<file path="config.mk">
export PLATFORM = sky130hd
export DESIGN_NAME = cfp_queue
export DESIGN_NICKNAME = d
export VERILOG_FILES = /design/src/rtl/core/cfp_pkg.sv /design/src/rtl/core/cfp_queue.sv
export SDC_FILE = /design/constraint.sdc
export NUM_CORES = 1
export LEC_CHECK = 0
export ABC_AREA = 1
export CORE_ASPECT_RATIO = 1.4
export CORE_MARGIN = 4
export CORE_UTILIZATION = 60
export CTS_BUF_LIST = sky130_fd_sc_hd__clkbuf_8
export DETAILED_ROUTE_END_ITERATION = 12
export DONT_BUFFER_PORTS = 1
export PLACE_DENSITY = 0.76
export REMOVE_ABC_BUFFERS = 1
export SLEW_MARGIN = 30
export SYNTH_ARGS = -nofsm -noshare
export SYNTH_HDL_FRONTEND = slang
export SYNTH_SLANG_ARGS = --single-unit
</file>
<file path="constraint.sdc">
create_clock -name clock -period 10 [get_ports clock]
set_clock_uncertainty 0.15 [all_clocks]
set_input_delay 1 -clock clock [delete_from_list [all_inputs] [get_ports clock]]
set_output_delay 1 -clock clock [all_outputs]
set_load 0.01 [all_outputs]
</file>
<file path="src/rtl/core/cfp_pkg.sv">
// Shared types and constants for the command frame parser.
// Depends on nothing; every other file of the block imports it.
package cfp_pkg;

   localparam int unsigned FRAME_LEN    = 13;
   localparam int unsigned SUM_LEN      = 12;
   localparam int unsigned QUEUE_DEPTH  = 2;

   localparam logic [3:0] CHECKSUM_INDEX = 4'(SUM_LEN);

   localparam logic [7:0] SYNC_BYTE    = 8'h43;
   localparam logic [7:0] HDR_BYTE1    = 8'h63;
   localparam logic [7:0] HDR_BYTE2    = 8'h0c;
   localparam logic [7:0] CMD_TRACK    = 8'h02;
   localparam logic [7:0] CMD_OFFSET   = 8'h04;
   localparam logic [7:0] TRACK_ON_VAL = 8'h01;

   localparam logic [2:0] ST_TRACK_ON  = 3'd0;
   localparam logic [2:0] ST_TRACK_OFF = 3'd1;
   localparam logic [2:0] ST_OFFSETS   = 3'd2;
   localparam logic [2:0] ST_IGNORED   = 3'd3;
   localparam logic [2:0] ST_REJECTED  = 3'd4;

   // One completed frame, classified by the front end.
   typedef struct packed {
      logic               frame_ok;
      logic [7:0]         command_code;
      logic               track_arg_on;
      logic signed [31:0] offset_x;
      logic signed [31:0] offset_y;
   } job_type;

endpackage

</file>
<file path="src/rtl/core/cfp_queue.sv">
// Short job queue between front end and back end.
// Depends on cfp_pkg for the job type.
module cfp_queue import cfp_pkg::*; #(
   parameter int unsigned DEPTH = QUEUE_DEPTH
) (
   input  logic    clock,
   input  logic    reset,
   input  logic    push,
   input  job_type push_data,
   output logic    full,
   input  logic    pop,
   output logic    not_empty,
   output job_type pop_data
);

   localparam int unsigned PTR_W = (DEPTH > 1) ? $clog2(DEPTH) : 1;
   localparam int unsigned CNT_W = $clog2(DEPTH + 1);
   localparam logic [PTR_W-1:0] LAST_PTR = PTR_W'(DEPTH - 1);
   localparam logic [CNT_W-1:0] FULL_CNT = CNT_W'(DEPTH);

   job_type          entry_ff [DEPTH];
   logic [PTR_W-1:0] wr_ptr_ff, wr_ptr_in;
   logic [PTR_W-1:0] rd_ptr_ff, rd_ptr_in;
   logic [CNT_W-1:0] count_ff, count_in;
   logic             do_push;
   logic             do_pop;

   assign full      = (count_ff == FULL_CNT);
   assign not_empty = (count_ff != '0);
   assign do_push   = push && !full;
   assign do_pop    = pop && not_empty;
   assign pop_data  = entry_ff[rd_ptr_ff];

   always_comb begin
      wr_ptr_in = wr_ptr_ff;
      rd_ptr_in = rd_ptr_ff;
      count_in  = count_ff;
      if (do_push) begin
         wr_ptr_in = (wr_ptr_ff == LAST_PTR) ? '0 : wr_ptr_ff + PTR_W'(1);
      end
      if (do_pop) begin
         rd_ptr_in = (rd_ptr_ff == LAST_PTR) ? '0 : rd_ptr_ff + PTR_W'(1);
      end
      case ({do_push, do_pop})
         2'b10:   count_in = count_ff + CNT_W'(1);
         2'b01:   count_in = count_ff - CNT_W'(1);
         default: count_in = count_ff;
      endcase
   end

   always_ff @(posedge clock) begin
      if (reset) begin
         wr_ptr_ff <= '0;
         rd_ptr_ff <= '0;
         count_ff  <= '0;
      end else begin
         wr_ptr_ff <= wr_ptr_in;
         rd_ptr_ff <= rd_ptr_in;
         count_ff  <= count_in;
      end
   end

   always_ff @(posedge clock) begin
      if (do_push) begin
         entry_ff[wr_ptr_ff] <= push_data;
      end
   end

endmodule

</file>
==> impl_results.md <==
- Postcts setup bufs: 0
- Die Height: between 100 and 150 µm
- TritonCTS Buffers: 17
- Starting Density: between 60% and 70%
- Die area: about 11000 µm²
- Post-route ant nets: 0
- CTS tree: built
- Synth cell types: 13
- DR iter-0 viols: 126
- Pleak: 2.24 nW
- Yosys top cell area share: between 70% and 80%
- Combinational fraction of design power: 16.6%
- CTS root buffer: clkbuf_8
- # hold bufs at CTS: 0
- Core Area: roughly 9500 µm²
- Crit path largest cell delay: 690 ps
- Synth warn: 0
- Run status: finished clean
- Power share of the sequential group: 54.3%
- Row Count: 42
- Asr flop ratio synth: 0%
- Top delay family on crit path: flip-flops
- Worst Hold Margin: roughly 370 ps
- Finished Cell Area: 6310 µm²
- Initial antenna violation count: 0
- IO Count: 154
- Top Usage Layer GRT: met2
- Reg-to-reg setup timing slack: roughly 7700 ps
- Post-synthesis sequential area ratio: between 70% and 80%
- Vias in the first global route: between 2000 and 2500
- Layout Cells excl Fill: just over 400
- Clk network pwr share: a little under 30%
- DR WL/cell: ~22 µm
- Max Slew Vio Count: 0
- Switching Power: around 0.36 mW
- Power per cell area: ~240 nW/µm²
- Sw Share: between 20% and 30%
- Worst VDD drop: 0.000156 V
- Overall Global Routing Usage: between 10% and 20%
- Total gr overflow: 0
- Final hold violations: 0
- Area leader, netlist: edfxtp_1
- FF-to-FF Start: count_ff[1]$_SDFFE_PP0P_
- Synth Register Bits: approximately 150
- Clk_lat worst skew: around 420 ps
- GR met1 Demand/Resource: 16.5%
- Final core utilization: between 60% and 70%
- Post-Place Cells: around 380
- PnR worst setup slack: around 6500 ps
- Synth cell count leaders: 148 x edfxtp_1, 60 x mux2_4, 14 x mux2_2, 12 x nor2_1, 10 x inv_1
- # fillers: approximately 610
- Fin crit share: roughly a third
- Clock Tree Buf Depth: 2
- Post-place instance area: around 5900 µm²
- Cell area after synthesis: 5830 µm²
- Dpl ws: between 6000 and 7000 ps
- Post-Syn Instances: 270
- Multi-input gate area: approximately 1200 µm²
- EDFF count, synth: between 100 and 150
- Hold path start: count_ff[1]$_SDFFE_PP0P_
- Share of cells above drive strength 1: between 30% and 40%
- Cell Chain, Critical Path: buf_4 -> mux2_2
- Slew HR: 49.8%
- Crit path buf inv count: 1
- Post-CTS resize count: 0
- Largest net degree at the start of global routing: 75
- Pre-Repair DR Iteration Count: 4
- Power Total: 1.50 mW
- Most frequent cell after synthesis: edfxtp_1
- CP max stage cell: dfxtp_4
- Gpl congestion: ~0.7
- Max_cap viols: 0
- PortBufs: 0
- Main area contributors after synthesis: edfxtp_1 76%, mux2_4 15%, mux2_2 2.7%
- Setup_tns: 0 ps
- Internal power: 1.14 mW
- Grt met2 use: around 28%
- Ys flop type: edfxtp_1
- Min Tclk post-route: roughly 3500 ps
- Hold Crit Depth: 2
- Grt met3 use: about 8.5%
- Hold Path Class: reg -> reg
- Vias per cell: 5.70
- Worst reg2reg path depth: 6
- Crit. End Element: output port
- Register area: 4550 µm²
- Antenna diode count: 0
- Clock sink total: approximately 150
- Post-Syn Area per Cell: ~22 µm²
- H-tree depth: 4
- Remaining DRCs: 0
- FMAX: between 0.2 and 0.3 GHz
- Final net count: 364
- Startpoint Class: register
- WP data arrival: roughly 2300 ps
- Syn-to-layout area delta: 8.15%
- WL final: 9010 µm
- Via count: 2319
- HPWL after DPL: 6070 µm
- Hold Crit Endpoint: count_ff[1]$_SDFFE_PP0P_
- Global-route wire length before repair: around 14000 µm
- Crit Path Class: reg -> out
- Reg-to-reg endpoint: entry_ff[0][1]$_DFFE_PP_
- Die span in x: 91.3 µm
- Clock Pin Slew Worst Setup and Hold Paths: about 70 ps
- Worst EP required: about 9000 ps
- Slew @ Worst Pin: roughly 750 ps
- RSZ-0062 raised after global routing: false
- Max Fanout on Critical Path: 44
- Final Setup Violations: 0
-- state kept, by name, indices dropped and copies added, names as in the netlist, named ones only --
| name | cells |
|---|---|
| rd_ptr_ff | 1 |
| count_ff | 2 |
| wr_ptr_ff | 1 |
| entry_ff | 148 |
-- cell families after synthesis --
group,share of synthesized area (%)
flip-flops,77.9
multiplexers,18.1
AND/OR/NAND/NOR,1.39
buffers and inverters,2.08
AO/OA/AOI/OAI,0.257
adder cells (fa/ha/maj),0.214
-- per-layer routing --
metal  wire [µm]  up-vias  share of wire, %
met5           0        -                 0
met4         188        0               2.1
met3         834       16               9.3
met2        4980       93                55
met1        3010     1144                33
li1            -     1066                 -
-- worst reg2reg max path, stage by stage, from the launching register on --
cell and delay (ps):
dfxtp_1 330, inv_1 80, nor2_1 90, nor2_1 180, inv_1 120, nor2_4 500
buf_4 490
-- cell usage in the layout, fill, tap and decap left out --
cell type and n:
clkbuf_8 17, buf_6 1, dfxtp_1 4, nor2_4 1, ha_1 1, mux2_4 60, inv_1 13, clkinvlp_4 1
buf_4 3, clkinv_4 1, edfxtp_1 148, inv_2 1, nor2_1 11, a21oi_1 1, clkinv_1 3, dfxtp_4 1
nand4_1 1, o21ai_0 2, bufinv_16 3, mux2_2 14, clkinv_2 2, nand2_1 8
-- how the worst max path moves through the flow --
stage	start	to	depth (start not counted)
detailed placement	register	pop_data[60]	2
CTS	register	pop_data[60]	2
finish	register	pop_data[54]	2
global placement	register	pop_data[60]	2
floorplan	push	entry_ff[0][0]$_DFFE_PP_	4
global route	register	pop_data[70]	2
-- cell type report --
type                    instances  share of cell area [%]
clock inverters                14                    2.26
multi-input cells              99                    18.6
inverters                      10                   0.595
clock buffers                  17                    3.71
well taps                     110                    2.18
flip-flops and latches        153                    72.1
repair buffers                  4                   0.536
-- power groups by stage --
stage                     clock (mW)  combinational (mW)  sequential, mW
after floorplan                    0               0.213           0.841
after global placement             0               0.253           0.826
after detailed placement           0               0.255           0.831
after CTS                      0.448               0.256           0.817
after global routing           0.482               0.267           0.823
final                          0.435               0.250           0.815
(Power assumes the default switching activity.)
